===== src/rtl/otsb_pkg.sv =====
// ----------------------------------------------------------------------------
// otsb_pkg: shared types for the one-shot timer bank
// Item kinds, the per-slot memory entry and the result word.
// ----------------------------------------------------------------------------
`default_nettype none

package otsb_pkg;

    // item kinds
    localparam logic [1:0] KIND_TICK  = 2'd0;
    localparam logic [1:0] KIND_START = 2'd1;
    localparam logic [1:0] KIND_STOP  = 2'd2;
    localparam logic [1:0] KIND_QUERY = 2'd3;

    localparam int MASK_W = 8;

    // one slot as held in memory
    typedef struct packed {
        logic        running;
        logic        fired;
        logic [31:0] elapsed;
        logic [31:0] target;
    } t_entry;

    localparam int ENTRY_W = $bits(t_entry);

    // result word handed from the sequencer to the output register
    typedef struct packed {
        logic              slot_fired;
        logic              slot_running;
        logic [31:0]       system_time;
        logic [MASK_W-1:0] fired_now_mask;
    } t_result;

endpackage

`default_nettype wire


===== src/rtl/otsb_if.sv =====
// ----------------------------------------------------------------------------
// otsb_in_if / otsb_out_if: valid/ready channels of the timer bank
// Command words in, status words out.
// ----------------------------------------------------------------------------
`default_nettype none

interface otsb_in_if;
    logic        valid;
    logic        ready;
    logic [1:0]  kind;
    logic [2:0]  slot;
    logic [31:0] duration;

    modport source (output valid, kind, slot, duration, input ready);
    modport sink   (input valid, kind, slot, duration, output ready);
endinterface

interface otsb_out_if;
    logic        valid;
    logic        ready;
    logic        slot_fired;
    logic        slot_running;
    logic [31:0] system_time;
    logic [7:0]  fired_now_mask;

    modport source (output valid, slot_fired, slot_running, system_time, fired_now_mask,
                    input ready);
    modport sink   (input valid, slot_fired, slot_running, system_time, fired_now_mask,
                    output ready);
endinterface

`default_nettype wire


===== src/rtl/otsb_ram.sv =====
// ----------------------------------------------------------------------------
// otsb_ram: generic single-write, single-read RAM
// One write port, one read port with registered read data.
// ----------------------------------------------------------------------------
`default_nettype none

module otsb_ram #(
    parameter  int WIDTH = 8,
    parameter  int DEPTH = 8,
    localparam int AW    = (DEPTH > 1) ? $clog2(DEPTH) : 1
) (
    input  wire logic             i_clk,
    input  wire logic             i_we,
    input  wire logic [AW-1:0]    i_waddr,
    input  wire logic [WIDTH-1:0] i_wdata,
    input  wire logic             i_re,
    input  wire logic [AW-1:0]    i_raddr,
    output logic      [WIDTH-1:0] o_rdata
);

    logic [WIDTH-1:0] r_mem [DEPTH];
    logic [WIDTH-1:0] r_rdata;

    always_ff @(posedge i_clk) begin
        if (i_we) begin
            r_mem[i_waddr] <= i_wdata;
        end
        if (i_re) begin
            r_rdata <= r_mem[i_raddr];
        end
    end

    assign o_rdata = r_rdata;

endmodule

`default_nettype wire


===== src/rtl/otsb_ctrl.sv =====
// ----------------------------------------------------------------------------
// otsb_ctrl: command sequencer of the timer bank
// Decodes a command word and runs read-modify-write passes over the slot RAM.
// ----------------------------------------------------------------------------
`default_nettype none

module otsb_ctrl import otsb_pkg::*; #(
    parameter  int SLOTS = 8,
    localparam int AW    = (SLOTS > 1) ? $clog2(SLOTS) : 1
) (
    input  wire logic   i_clk,
    input  wire logic   i_rst_n,
    otsb_in_if.sink     i_in,
    output logic        o_res_valid,
    output t_result     o_res,
    input  wire logic   i_res_ready
);

    localparam logic [1:0] S_IDLE = 2'd0;
    localparam logic [1:0] S_WALK = 2'd1;
    localparam logic [1:0] S_QRY  = 2'd2;
    localparam logic [1:0] S_DONE = 2'd3;

    logic [1:0]        r_state,    n_state;
    logic [SLOTS-1:0]  r_vld,      n_vld;
    logic [31:0]       r_time,     n_time;
    logic [MASK_W-1:0] r_mask,     n_mask;
    logic              r_sf,       n_sf;
    logic              r_sr,       n_sr;
    logic [AW-1:0]     r_rd_idx,   n_rd_idx;
    logic [AW-1:0]     r_slot_idx, n_slot_idx;
    logic              r_slot_ok,  n_slot_ok;

    logic              in_acc;
    logic              slot_ok;
    logic [AW-1:0]     slot_idx;
    logic              ram_we, ram_re;
    logic [AW-1:0]     ram_waddr, ram_raddr;
    t_entry            ram_wdata;
    logic [ENTRY_W-1:0] ram_rdata;
    t_entry            rd_ent, upd_ent;
    logic [31:0]       elapsed_inc;
    logic              hit;

    assign i_in.ready = (r_state == S_IDLE);
    assign in_acc     = i_in.valid && i_in.ready;
    assign slot_ok    = (32'(i_in.slot) < 32'(SLOTS));
    assign slot_idx   = AW'(i_in.slot);

    // slot state memory
    otsb_ram #(.WIDTH(ENTRY_W), .DEPTH(SLOTS)) u_ram (
        .i_clk   (i_clk),
        .i_we    (ram_we),
        .i_waddr (ram_waddr),
        .i_wdata (ram_wdata),
        .i_re    (ram_re),
        .i_raddr (ram_raddr),
        .o_rdata (ram_rdata)
    );

    // never-written entries read as the reset value
    assign rd_ent = r_vld[r_rd_idx] ? t_entry'(ram_rdata) : '0;

    // tick update of one slot
    assign elapsed_inc = rd_ent.elapsed + 32'd1;
    assign hit         = rd_ent.running && (elapsed_inc >= rd_ent.target);

    always_comb begin
        upd_ent = rd_ent;
        if (rd_ent.running) begin
            upd_ent.elapsed = elapsed_inc;
            if (hit) begin
                upd_ent.running = 1'b0;
                upd_ent.fired   = 1'b1;
                upd_ent.elapsed = '0;
            end
        end
    end

    // sequencer
    always_comb begin
        n_state    = r_state;
        n_vld      = r_vld;
        n_time     = r_time;
        n_mask     = r_mask;
        n_sf       = r_sf;
        n_sr       = r_sr;
        n_rd_idx   = r_rd_idx;
        n_slot_idx = r_slot_idx;
        n_slot_ok  = r_slot_ok;
        ram_we     = 1'b0;
        ram_waddr  = slot_idx;
        ram_wdata  = '0;
        ram_re     = 1'b0;
        ram_raddr  = slot_idx;

        unique case (r_state)
            S_IDLE: begin
                if (in_acc) begin
                    n_slot_idx = slot_idx;
                    n_slot_ok  = slot_ok;
                    n_mask     = '0;
                    n_sf       = 1'b0;
                    n_sr       = 1'b0;
                    unique case (i_in.kind)
                        KIND_TICK: begin
                            n_time    = r_time + 32'd1;
                            ram_re    = 1'b1;
                            ram_raddr = '0;
                            n_rd_idx  = '0;
                            n_state   = S_WALK;
                        end
                        KIND_START: begin
                            if (slot_ok) begin
                                ram_we            = 1'b1;
                                ram_wdata.running = 1'b1;
                                ram_wdata.target  = i_in.duration;
                                n_vld[slot_idx]   = 1'b1;
                                n_sr              = 1'b1;
                            end
                            n_state = S_DONE;
                        end
                        KIND_STOP: begin
                            // a stopped slot's count and target are dead until restart
                            if (slot_ok) begin
                                ram_we          = 1'b1;
                                n_vld[slot_idx] = 1'b1;
                            end
                            n_state = S_DONE;
                        end
                        KIND_QUERY: begin
                            ram_re   = 1'b1;
                            n_rd_idx = slot_idx;
                            n_state  = S_QRY;
                        end
                        default: n_state = S_DONE;
                    endcase
                end
            end
            S_WALK: begin
                // write back slot r_rd_idx if it is running, fetch the next one unless it is the last
                if (rd_ent.running) begin
                    ram_we             = 1'b1;
                    ram_waddr          = r_rd_idx;
                    ram_wdata          = upd_ent;
                    n_vld[r_rd_idx]    = 1'b1;
                end
                for (int k = 0; k < MASK_W; k++) begin
                    if (hit && (32'(r_rd_idx) == k)) begin
                        n_mask[k] = 1'b1;
                    end
                end
                if (r_slot_ok && (r_rd_idx == r_slot_idx)) begin
                    n_sf = upd_ent.fired;
                    n_sr = upd_ent.running;
                end
                if (r_rd_idx == AW'(SLOTS - 1)) begin
                    n_state = S_DONE;
                end else begin
                    ram_re    = 1'b1;
                    ram_raddr = r_rd_idx + AW'(1);
                    n_rd_idx  = r_rd_idx + AW'(1);
                end
            end
            S_QRY: begin
                n_sf    = r_slot_ok && rd_ent.fired;
                n_sr    = r_slot_ok && rd_ent.running;
                n_state = S_DONE;
            end
            S_DONE: begin
                if (i_res_ready) begin
                    n_state = S_IDLE;
                end
            end
            default: n_state = S_IDLE;
        endcase
    end

    always_ff @(posedge i_clk) begin
        if (!i_rst_n) begin
            r_state <= S_IDLE;
            r_vld   <= '0;
            r_time  <= '0;
        end else begin
            r_state <= n_state;
            r_vld   <= n_vld;
            r_time  <= n_time;
        end
        r_mask     <= n_mask;
        r_sf       <= n_sf;
        r_sr       <= n_sr;
        r_rd_idx   <= n_rd_idx;
        r_slot_idx <= n_slot_idx;
        r_slot_ok  <= n_slot_ok;
    end

    assign o_res_valid          = (r_state == S_DONE);
    assign o_res.slot_fired     = r_sf;
    assign o_res.slot_running   = r_sr;
    assign o_res.system_time    = r_time;
    assign o_res.fired_now_mask = r_mask;

endmodule

`default_nettype wire


===== src/rtl/one_shot_timer_bank_unit.sv =====
// ----------------------------------------------------------------------------
// one_shot_timer_bank_unit: bank of SLOTS one-shot event timers
//
// Command words enter on i_in (kind, slot, duration); every command gives
// exactly one status word on o_out (named slot's fired and running flags,
// system time, and the mask of slots that expired on this tick).
// Slot state (running, fired, count, target) sits in one RAM with a
// registered read; the sequencer handles one command at a time.
// A tick walks the whole bank, one slot per cycle, reading the next slot
// while writing back the current one if it is running. Every status word
// waits in the sequencer's done state until the output register takes it,
// and only then does the sequencer accept the next command.
// Reset clears the sequencer, the system time and the per-slot written
// bits, so every slot reads as idle with zero count straight away; no
// clearing pass is needed.
// When the receiver stalls, the status word waits in the output register
// while the next command is still taken and processed; its own result then
// waits in the sequencer until the register frees.
// ----------------------------------------------------------------------------
`default_nettype none

module one_shot_timer_bank_unit import otsb_pkg::*; #(
    parameter int SLOTS = 8
) (
    input  wire logic i_clk,
    input  wire logic i_rst_n,
    otsb_in_if.sink   i_in,
    otsb_out_if.source o_out
);

    logic    res_valid;
    logic    res_ready;
    t_result res;
    logic    r_out_valid;
    t_result r_out;

    otsb_ctrl #(.SLOTS(SLOTS)) u_ctrl (
        .i_clk       (i_clk),
        .i_rst_n     (i_rst_n),
        .i_in        (i_in),
        .o_res_valid (res_valid),
        .o_res       (res),
        .i_res_ready (res_ready)
    );

    // output register
    assign res_ready = !r_out_valid || o_out.ready;

    always_ff @(posedge i_clk) begin
        if (!i_rst_n) begin
            r_out_valid <= 1'b0;
        end else if (res_ready) begin
            r_out_valid <= res_valid;
        end
        if (res_valid && res_ready) begin
            r_out <= res;
        end
    end

    assign o_out.valid          = r_out_valid;
    assign o_out.slot_fired     = r_out.slot_fired;
    assign o_out.slot_running   = r_out.slot_running;
    assign o_out.system_time    = r_out.system_time;
    assign o_out.fired_now_mask = r_out.fired_now_mask;

endmodule

`default_nettype wire


===== src/flat_wrapper.sv =====
// flat-port wrapper written by rule: the top's interface ports become plain ports
module one_shot_timer_bank_unit_flat import otsb_pkg::*;
#(
    parameter int SLOTS = 8
)
  (i_clk, i_rst_n, i_in_valid, i_in_kind, i_in_slot, i_in_duration, i_in_ready, o_out_valid, o_out_slot_fired, o_out_slot_running, o_out_system_time, o_out_fired_now_mask, o_out_ready);
  otsb_in_if i_in_i ();
  otsb_out_if o_out_i ();
  input  wire logic i_clk;
  input  wire logic i_rst_n;
  input wire logic [$bits(i_in_i.valid)-1:0] i_in_valid;
  input wire logic [$bits(i_in_i.kind)-1:0] i_in_kind;
  input wire logic [$bits(i_in_i.slot)-1:0] i_in_slot;
  input wire logic [$bits(i_in_i.duration)-1:0] i_in_duration;
  output wire logic [$bits(i_in_i.ready)-1:0] i_in_ready;
  output wire logic [$bits(o_out_i.valid)-1:0] o_out_valid;
  output wire logic [$bits(o_out_i.slot_fired)-1:0] o_out_slot_fired;
  output wire logic [$bits(o_out_i.slot_running)-1:0] o_out_slot_running;
  output wire logic [$bits(o_out_i.system_time)-1:0] o_out_system_time;
  output wire logic [$bits(o_out_i.fired_now_mask)-1:0] o_out_fired_now_mask;
  input wire logic [$bits(o_out_i.ready)-1:0] o_out_ready;
  assign i_in_i.valid = i_in_valid;
  assign i_in_i.kind = i_in_kind;
  assign i_in_i.slot = i_in_slot;
  assign i_in_i.duration = i_in_duration;
  assign i_in_ready = i_in_i.ready;
  assign o_out_valid = o_out_i.valid;
  assign o_out_slot_fired = o_out_i.slot_fired;
  assign o_out_slot_running = o_out_i.slot_running;
  assign o_out_system_time = o_out_i.system_time;
  assign o_out_fired_now_mask = o_out_i.fired_now_mask;
  assign o_out_i.ready = o_out_ready;
  one_shot_timer_bank_unit #(.SLOTS(SLOTS)) u_core (.i_clk(i_clk), .i_rst_n(i_rst_n), .i_in(i_in_i), .o_out(o_out_i));
endmodule

===== config.mk =====
export PLATFORM = sky130hd
export DESIGN_NAME = one_shot_timer_bank_unit_flat
export DESIGN_NICKNAME = d
export VERILOG_FILES = /design/src/rtl/otsb_pkg.sv /design/src/rtl/otsb_if.sv /design/src/rtl/otsb_ram.sv /design/src/rtl/otsb_ctrl.sv /design/src/rtl/one_shot_timer_bank_unit.sv /design/src/flat_wrapper.sv
export SDC_FILE = /design/constraint.sdc
export NUM_CORES = 1
export LEC_CHECK = 0
export ABC_AREA = 1
export BUFFER_PORTS_ARGS = -buffer_cell sky130_fd_sc_hd__buf_2
export CAP_MARGIN = 20
export CORE_ASPECT_RATIO = 1.4
export CORE_MARGIN = 2
export CORE_UTILIZATION = 50
export CTS_CLUSTER_DIAMETER = 50
export DETAILED_ROUTE_END_ITERATION = 10
export PLACE_DENSITY_LB_ADDON = 0.15
export SETUP_SLACK_MARGIN = 0.02
export SLEW_MARGIN = 20
export SYNTH_ARGS = -nofsm -noshare
export SYNTH_HDL_FRONTEND = slang
export SYNTH_SLANG_ARGS = --single-unit

===== constraint.sdc =====
create_clock -name i_clk -period 16.2 [get_ports i_clk]
set_input_delay 3.24 -clock i_clk [delete_from_list [all_inputs] [get_ports i_clk]]
set_output_delay 3.24 -clock i_clk [all_outputs]
set_load 0.005 [all_outputs]

==> results of run 1 <==
-- report_power, final --
group	total, mW	switching (mW)	internal (mW)	leakage, nW
Clock	1.58	0.671	0.906	1.09
Combinational	1.60	1.10	0.497	4.16
Sequential	2.32	0.101	2.22	6.56
-- worst paths after layout --
kind                                       startpoint                                          to  slack [ps]  cells after the start
hold reg to reg     u_core.u_ctrl.r_mask[0]$_DFFE_PP_    u_core.o_out.fired_now_mask[0]$_DFFE_PP_         420                      0
hold / removal      u_core.u_ctrl.r_mask[0]$_DFFE_PP_    u_core.o_out.fired_now_mask[0]$_DFFE_PP_         420                      0
setup / recovery                           i_in_valid   u_core.u_ctrl.u_ram.o_rdata[19]$_DFFE_PP_        9610                     14
setup reg to reg  u_core.u_ctrl.r_rd_idx[2]$_DFFE_PP_  u_core.u_ctrl.u_ram.r_mem[3][57]$_DFFE_PP_       10020                     25
-- placed cells by master, fill, tap and decap left out, drive strengths merged, types with 70 or more instances in the layout --
cell / count
o211ai: 134
o21ai: 170
clkbuf: 84
o21a: 70
edfxtp: 652
buf: 110
nand2: 322
nor2: 422
or2: 133
inv: 152
nand3: 140
-- cell families (layout without fill, tap and decap cells) --
kind of cell / Yosys count / count (layout) / share of synthesized area
XOR/XNOR: 24 / 24 / 0.006965
AO/OA/AOI/OAI: 480 / 480 / 0.1030
flip-flops: 695 / 695 / 0.6773
buffers and inverters: 281 / 382 / 0.03897
AND/OR/NAND/NOR: 1060 / 1060 / 0.1535
adder cells (fa/ha/maj): 49 / 49 / 0.02031
-- worst register-to-register path: stages, from the launching register on --
cell and delay [ps]:
edfxtp_1 610, inv_1 120, nor2_1 170, nand3_1 90, nand2_1 110, inv_1 60, nand2_2 60, buf_4 690
nand3_1 260, nor2_2 260, nand2_1 190, nor2_1 310, nand3_1 120, nand2_1 110, inv_1 50, ha_1 270
nand2_1 80, inv_1 40, nand3_1 80, inv_1 50, nand2_1 70, o211ai_1 120, a21oi_1 430, nand3_1 590
buf_4 470, nor2_1 490
-- layout make-up --
class                           instances  share of cell area
Timing Repair Buffer                  110             0.01912
Clock inverter                         41             0.01083
Sequential cell                       695              0.6099
Clock buffer                           84             0.05571
Multi-Input combinational cell       1613              0.2593
Tap cell                              756             0.02823
Inverter                              147             0.01691
-- through the flow --
step / power (mW) / util / std cells / hold slack, ps
2_1_floorplan: 3.505 / - / 2589 / 400.3
3_3_place_gp: 3.912 / 0.5232 / 3319 / 405.2
3_5_place_dp: 3.953 / 0.5239 / 3321 / 410.7
4_1_cts: 5.539 / 0.5613 / 3446 / 424.4
5_1_grt: 5.800 / 0.5615 / 3446 / 426.8
6_report: 5.498 / 0.5615 / 3446 / 422.5
-- registers in the layout (all words and copies together) (netlist names), 2 cells and up --
signal and flops:
u_core.u_ctrl.u_ram.r_mem 528, u_core.u_ctrl.r_rd_idx 3, u_core.u_ctrl.u_ram.o_rdata 66, u_core.o_out.system_time 32, u_core.u_ctrl.r_vld 8, u_core.o_out.fired_now_mask 8, u_core.u_ctrl.r_time 32, u_core.u_ctrl.r_slot_idx 3
u_core.u_ctrl.r_mask 8, u_core.u_ctrl.r_state 2
-- cell usage after synthesis, drive strengths merged --
library cell  number  area share
nand3            140       0.023
nand3b             2     0.00050
o221ai             1     0.00029
nor2b              2     0.00041
clkbuf            67      0.0086
or2              133       0.028
ha                49       0.020
a221oi             1     0.00029
o2bb2ai            1     0.00029
nor2             422       0.053
a31oi              1     0.00021
and3               1     0.00021
o211a              1     0.00033
o21a              70       0.017
nand4             14      0.0029
a2bb2oi            1     0.00029
xor2              13      0.0038
xnor2             11      0.0032
o22ai             10      0.0021
nand2            322       0.041
nor4               4     0.00083
inv              147       0.018
dfxtp             43       0.029
nor3              19      0.0032
o211ai           134       0.033
nor3b              1     0.00062
a21oi             58      0.0096
a32o              31       0.010
o21bai             1     0.00025
edfxtp           652        0.65
o21ai            170       0.028
buf               67       0.012
-- metal layers --
| layer | vias to the layer above | routed length (um) | track usage |
|---|---|---|---|
| met5 | - | 13 | 0 |
| met1 | 9493 | 28410 | 0.2766 |
| met3 | 163 | 3319 | 0.02866 |
| li1 | 9301 | - | - |
| met2 | 598 | 36610 | 0.4090 |
| met4 | 2 | 2901 | 0.1104 |
==> impl_metrics.toml, run 1 <==
[floorplanning]
design.core.area_um2 = 59680
fp.dieH_um = 294.7
die_width_um = 211.6
io_pins = 85
row_count = 106
die-area_um2 = 62370
initial_core_util = 0.5057

[detailed_routing]
ant_nets = 0
wire_per_inst_um = 20.68
wirelength_mm = 71.25
post_drt_via_cell_ratio = 5.675
dr_total_vias = 19557
initialDrtViolationCount = 1596
drc = 0
dr.pass1.iters = 7

[clock_network]
clockBufferDepth = 3
cts_buffers = 69
cts_tree = "built"
post_cts_resized = 0
cts_hold_buf = 0
insertion_delay_ps = 610
path_clk_slew_ps = 60
post_cts_buffers = 0
clkSinkCount = 695
h-tree-depth = 3
cts-root-buf = "clkbuf_16"

[global_routing]
track_usage = 0.2301
grt_pass1_vias = 19327
grt_pass1_wl_mm = 109.1
grt_start_max_net_pins = 180
grt_overflow = 0
antenna_found_initial = 1

[setup_path]
critPathBufInv = 4
worstPathMaxFanout = 179
path_cells = "buf_2 -> nand2_2 -> inv_4 -> nand2_2 -> o21ai_2 -> or2_1 -> nand2_8 -> clkinv_8 -> buf_4 -> nor2_1 -> nor2_1 -> o21ai_0 -> nand2_1 -> o21a_1"
cpMaxStageDelayCell = "buf_4"
cpPeakStageDelay_ps = 840
worstPathRequired_ps = 16680
startpoint_type = "primary input"
crit_family = "buffers and inverters"
crit_type = "in -> reg"
worstPathArrival_ps = 7070
end_kind = "register"

[power_and_ir_drop]
ir_drop_uv = 111.6
p_per_area_nw_per_um2 = 164.1
p_leak_nw = 11.82

[final_layout]
nFillCells = 4910
multi_input_area_um2 = 8688
diodes = 0
layout-drive-gt1-share = 0.09182
regArea_um2 = 20440
stdcell_area_um2 = 33510
nNetsFinal = 2726
syn_to_final_growth_pct = 11.04

[yosys]
yosys_warnings = 0
syn_inst = 2589
syn_area_um2 = 30180
yosys.cell_types.count = 46
synth-seq-area-share = 0.6773
ys_seq_elements = 695
syn-num-nets = 2679
syn_area_per_cell_um2 = 11.66

[run]
drv_cap = 0

[timing]
drv_slew = 0
rsz0062_at_grt = "false"
period_minus_slack_ps = 6594
finalSetupViolations = 0
tightest_slew_ps = 1060
layout_setup_ws_ps = 9606
hold_viol = 0
min_period_over_period = 0.4070
skew_ps = 30.32
maxSlewHeadroom = 0.2915
fmax_mhz = 151.7
setup_tns_ps = 0

[min_path]
min_path_type = "reg -> reg"

[placement]
place_ws_ps = 8706
dpl_cell_area_um2 = 31270
hpwl_mm = 40.95
port-buffer-count = 84
gp_congestion = 0.8836

[run_status]
status = "complete, no violations"
No activity file was read; power rests on OpenSTA's default activity.
==> run 2: changes to the inputs <==
==> constraint.sdc (replaced) <==
create_clock -name i_clk -period 5.8 [get_ports i_clk]
set_input_delay 1.16 -clock i_clk [delete_from_list [all_inputs] [get_ports i_clk]]
set_output_delay 1.16 -clock i_clk [all_outputs]
set_load 0.005 [all_outputs]
==> run 2 against run 1 <==
  * Routed wire length rose by 0.59%
  * Sequential share of layout area fell by 0.42 points
  * Final area increased by 0.69%
  * Critical endpoint is now u_core.u_ctrl.u_ram.r_mem[4][64]$_DFFE_PP_
  * Combinational power grew to 2.9 times the previous value
  * Register-to-register slack worse by 9400 ps
  * Non-clock buffer count increased by 19
  * Largest cell class unchanged
  * Die area stayed put
  * Sequential power grew to 2.8 times the previous value
  * Critical path depth up 9
  * Via count grew 0.60%
  * Highest routed layer is now met4
  * Clock power increased to 2.7 times the previous value
==> impl_metrics.toml, run 2 (same netlist as run 1, synthesis figures left out) <==
[run_status]
status = "complete, no violations"

[setup_path]
worstPathMaxFanout = 33
r2r_slack_ps = 590
crit_type = "reg -> reg"
worstPathArrival_ps = 5530
r2r_cells = 23
startpoint_type = "register"
end_kind = "register"
worstPathRequired_ps = 6120
worstReg2RegEnd = "u_core.u_ctrl.u_ram.r_mem[4][64]$_DFFE_PP_"
rr_startpoint = "u_core.u_ctrl.r_rd_idx[2]$_DFFE_PP_"

[timing]
tightest_slew_ps = 860.0
hold_ws_ps = 417.5
skew_ps = 21.04
maxSlewHeadroom = 0.4260
period_minus_slack_ps = 5205
layout_setup_ws_ps = 594.9
setup_tns_ps = 0
drv_slew = 0
hold_viol = 0
min_period_over_period = 0.8974
finalSetupViolations = 0
rsz0062_at_grt = "false"
fmax_mhz = 192.1

[placement]
gp_congestion = 0.9158
port-buffer-count = 84
hpwl_mm = 42.45
place_ws_ps = 671.4

[clock_network]
clockBufferDepth = 3
clkSinkCount = 695
path_clk_slew_ps = 60
post_cts_buffers = 0
cts-root-buf = "clkbuf_16"
h-tree-depth = 3
insertion_delay_ps = 610
cts_buffers = 66
cts_hold_buf = 0
post_cts_resized = 0
cts_tree = "built"

[global_routing]
track_usage = 0.2323
grt_overflow = 0
grt_pass1_wl_mm = 110.0
grt_start_max_net_pins = 98
grt_pass1_vias = 19149
antenna_found_initial = 0

[final_layout]
layout-drive-gt1-share = 0.09652
final_cell_mix = "edfxtp_1, nor2_1, nand2_1, o21ai_0, inv_1"
diodes = 0
syn_to_final_growth_pct = 11.81
nNetsFinal = 2742
regMostFlops = "u_core.u_ctrl.u_ram.r_mem"
largest_reg_flops = 528
final_common_cell = "edfxtp_1"

[min_path]
min_path_type = "reg -> reg"
hold_end = "u_core.o_out.fired_now_mask[4]$_DFFE_PP_"
whs_path_depth = 0
holdCritStartpoint = "u_core.u_ctrl.r_mask[4]$_DFFE_PP_"

[detailed_routing]
wirelength_mm = 71.67
dr.pass1.iters = 6
ant_nets = 0
wire_per_inst_um = 20.71
initialDrtViolationCount = 1604
post_drt_via_cell_ratio = 5.686
dr_total_vias = 19674
drc = 0

[power_and_ir_drop]
p_leak_nw = 11.92
ir_drop_uv = 287.2
p_per_area_nw_per_um2 = 455.6

[floorplanning]
fp.dieH_um = 294.7
die_width_um = 211.6
die-area_um2 = 62370
row_count = 106
io_pins = 85
initial_core_util = 0.5057
design.core.area_um2 = 59680

[run]
drv_cap = 0
==> run 2: cell types whose count changed in the layout (fill, tap and decap cells not counted), sizes merged <==
cell      previous run  this run
buf                110       129
clkinv              29        24
inv                152       154
bufinv               5         4
clkinvlp             2         1
==> run 2: metal layers <==
metal / global-route usage / wire length, um
met5: 0 / 0
met3: 0.02845 / 3241
met4: 0.09018 / 2316
met1: 0.2902 / 29410
met2: 0.4111 / 36700
==> run 2: stage by stage <==
step / area (um^2) / instances / util / power, mW
3_3_place_gp: 31610 / 3340 / 0.5296 / 11.14
2_1_floorplan: 30180 / 2589 / - / 9.772
6_report: 33740 / 3460 / 0.5654 / 15.37
4_1_cts: 33740 / 3460 / 0.5654 / 15.49
5_1_grt: 33740 / 3460 / 0.5654 / 16.21
3_5_place_dp: 31610 / 3340 / 0.5296 / 11.22
==> run 2: final cells by class <==
cell class                 count  area, um^2
clock buffer                  84        1813
sequential                   695       20440
multi-input combinational   1613        8680
timing repair buffer         129       983.4
inverter                     147       561.8
clock inverter                36       320.3
fill                        4957       25940
tap                          756       945.9
==> run 2: worst max-delay path by stage <==
stage | start | end | slack, ps | cells after the start
after global routing | u_core.u_ctrl.r_rd_idx[2]$_DFFE_PP_ | u_core.u_ctrl.u_ram.r_mem[4][64]$_DFFE_PP_ | 160 | 23
after detailed placement | u_core.u_ctrl.r_rd_idx[2]$_DFFE_PP_ | u_core.u_ctrl.u_ram.r_mem[1][64]$_DFFE_PP_ | 670 | 23
final | u_core.u_ctrl.r_rd_idx[2]$_DFFE_PP_ | u_core.u_ctrl.u_ram.r_mem[4][64]$_DFFE_PP_ | 590 | 23
after floorplan | i_in_kind[1] | u_core.u_ctrl.u_ram.r_mem[7][0]$_DFFE_PP_ | 670 | 6
after CTS | u_core.u_ctrl.r_rd_idx[2]$_DFFE_PP_ | u_core.u_ctrl.u_ram.r_mem[4][64]$_DFFE_PP_ | 640 | 23
after global placement | u_core.u_ctrl.r_rd_idx[2]$_DFFE_PP_ | u_core.u_ctrl.u_ram.r_mem[3][64]$_DFFE_PP_ | 810 | 23
==> run 2: worst max-delay path, stage by stage, from the launching register on <==
cell and delay, ps:
edfxtp_1 600, inv_1 130, nor2_1 160, nand3_1 80
nand2_1 90, inv_1 50, nand2_2 440, nand3_1 180
nor2_1 270, nand2_1 210, nor2_1 370, nand3_1 130
nand2_1 110, inv_1 40, ha_1 270, nand2_1 60
inv_1 50, nand3_1 70, nor3_1 330, and3_1 220
nand2_1 70, nand2_1 400, nand2_1 130, a21oi_1 470
==> run 2: power breakdown <==
| group | switching, mW | internal, mW | leakage (nW) |
|---|---|---|---|
| Clock | 1.84 | 2.42 | 1.05 |
| Combinational | 3.08 | 1.49 | 4.31 |
| Sequential | 0.341 | 6.20 | 6.56 |
| Total | 5.27 | 10.1 | 11.9 |
==> run 3: changes to the inputs <==
--- a/config.mk
+++ b/config.mk
@@ -5,7 +5,6 @@
 export SDC_FILE = /design/constraint.sdc
 export NUM_CORES = 1
 export LEC_CHECK = 0
-export ABC_AREA = 1
 export BUFFER_PORTS_ARGS = -buffer_cell sky130_fd_sc_hd__buf_2
 export CAP_MARGIN = 20
 export CORE_ASPECT_RATIO = 1.4
==> run 3 against run 2 <==
  * Critical path depth down 7
  * Synthesized cell count down 30%
  * Largest cell class unchanged
  * Final area down 1.3%
  * Worst setup slack worse by 49 ps
==> impl_metrics.toml, run 3 <==
[clock_network]
cts_hold_buf = 0
post_cts_resized = 0
cts_tree = "built"
insertion_delay_ps = 620
clockBufferDepth = 3
h-tree-depth = 3
cts-root-buf = "clkbuf_16"
path_clk_slew_ps = 60
cts_buffers = 68
post_cts_buffers = 0
clkSinkCount = 695

[timing]
setup_tns_ps = 0
finalSetupViolations = 0
min_period_over_period = 0.9059
fmax_mhz = 190.3
skew_ps = 20.93
maxSlewHeadroom = 0.2577
drv_slew = 0
period_minus_slack_ps = 5254
tightest_slew_ps = 1109
hold_viol = 0
rsz0062_at_grt = "false"
layout_setup_ws_ps = 545.8

[final_layout]
final_common_cell = "edfxtp_1"
regMostFlops = "u_core.u_ctrl.u_ram.r_mem"
largest_reg_flops = 528
diodes = 0
nFillCells = 4598
stdcell_area_um2 = 33300
final_cell_mix = "edfxtp_1, mux2i_1, buf_2, nand2_1, clkbuf_16"
layout.cells.non_filler = 2721
layout-drive-gt1-share = 0.1744
syn_to_final_growth_pct = 12.60
nNetsFinal = 2007

[yosys]
async_flop_share = 0
yosys_warnings = 0
synth_common_cells = "edfxtp_1, mux2i_1, nand2_1"
synth-seq-area-share = 0.6911
syn_inst = 1819
syn_area_um2 = 29580
ys.flop_type = "edfxtp_1"
synth_top_area_cell = "edfxtp_1"
synth-edff-count = 652
ys_seq_elements = 695
syn-num-nets = 1909
synthTopCellsByArea = "edfxtp_1, mux2i_1, dfxtp_1"
synth_top_area_frac = 0.6620
synth.most_common_cell = "edfxtp_1"
yosys.cell_types.count = 57
syn_area_per_cell_um2 = 16.26

[run]
drv_cap = 0

[setup_path]
worstPathArrival_ps = 5610
end_kind = "register"
crit_type = "reg -> reg"
startpoint_type = "register"
worstPathRequired_ps = 6150
worstPathMaxFanout = 17

[detailed_routing]
wire_per_inst_um = 22.47
wirelength_mm = 61.14
drc = 0
post_drt_via_cell_ratio = 5.682
dr.pass1.iters = 5
ant_nets = 0
dr_total_vias = 15460
initialDrtViolationCount = 1024

[placement]
hpwl_mm = 35.20
port-buffer-count = 84
dp_cells = 2595
place_ws_ps = 537.9
dpl_cell_area_um2 = 31040
gp_congestion = 0.8009

[global_routing]
grt_pass1_wl_mm = 93.38
grt_overflow = 0
antenna_found_initial = 0
track_usage = 0.2029
grt_pass1_vias = 15689
grt_start_max_net_pins = 89

[power_and_ir_drop]
ir_drop_uv = 323.4
power_mw = 13.53
p_leak_nw = 12.43
p_per_area_nw_per_um2 = 406.4

[floorplanning]
die_width_um = 209.6
io_pins = 85
die-area_um2 = 61140
row_count = 105
design.core.area_um2 = 58590
initial_core_util = 0.5048
fp.dieH_um = 291.8

[run_status]
status = "complete, no violations"

[min_path]
min_path_type = "reg -> reg"
==> run 3: routing by layer <==
metal  vias to the layer above  GRT usage  wire (um)
met5                         -          0          0
met4                         0    0.06625       1359
met3                        86    0.02786       2618
met2                       346     0.3538      30980
met1                      7833     0.2629      26180
li1                       7195          -          -
==> run 3: final cells by class <==
class                   count  area [um^2]  share of cell area
clock inverters            41        435.4             0.01307
flip-flops and latches    695        20440              0.6137
inverters                  16        60.06            0.001803
repair buffers            121        910.9             0.02735
well taps                 749        937.1             0.02814
clock buffers              84         1803             0.05414
multi-input cells        1015         8717              0.2617
==> run 3: logic make-up (layout without fill, tap and decap cells) <==
logic type	Yosys count	after routing	synth area share
XOR/XNOR	62	62	0.01836
AND/OR/NAND/NOR	321	321	0.06024
AO/OA/AOI/OAI	115	115	0.02915
buffers and inverters	109	262	0.01840
adder cells (fa/ha/maj)	49	49	0.02073
multiplexers	468	468	0.1621
flip-flops	695	695	0.6911
==> run 3: worst paths after layout <==
path,startpoint,endpoint,slack (ps),depth (start not counted)
hold / removal,u_core.u_ctrl.r_mask[2]$_DFFE_PP_,u_core.o_out.fired_now_mask[2]$_DFFE_PP_,420,0
setup reg to reg,u_core.u_ctrl.r_rd_idx[1]$_DFFE_PP_,u_core.u_ctrl.u_ram.r_mem[7][49]$_DFFE_PP_,550,16
setup / recovery,u_core.u_ctrl.r_rd_idx[1]$_DFFE_PP_,u_core.u_ctrl.u_ram.r_mem[7][49]$_DFFE_PP_,550,16
hold reg to reg,u_core.u_ctrl.r_mask[2]$_DFFE_PP_,u_core.o_out.fired_now_mask[2]$_DFFE_PP_,420,0
==> run 3: metrics by stage <==
stage,hold slack [ps],util
after global routing,426.1,0.5684
after detailed placement,406.1,0.5298
after global placement,401.6,0.5298
final,418.0,0.5684
after floorplan,400.3,-
after CTS,419.8,0.5680
==> run 3: worst max-delay path, stage by stage, from the launching register on <==
cell	delay [ps]
edfxtp_1	410
mux4_2	560
mux2_2	340
and2_1	200
ha_1	240
and3_1	330
nand2_1	150
xor2_1	230
nor2_1	70
ha_1	310
and4_1	170
nor2b_1	140
a2111o_1	360
a211o_1	340
a221o_2	430
buf_4	270
nor3_2	420
==> run 3: where the power goes <==
part | internal [mW] | total [mW] | switching (mW)
registers | 6.00 | 6.30 | 0.303
logic | 1.20 | 2.83 | 1.63
clock network | 2.52 | 4.40 | 1.88
total | 9.71 | 13.5 | 3.82
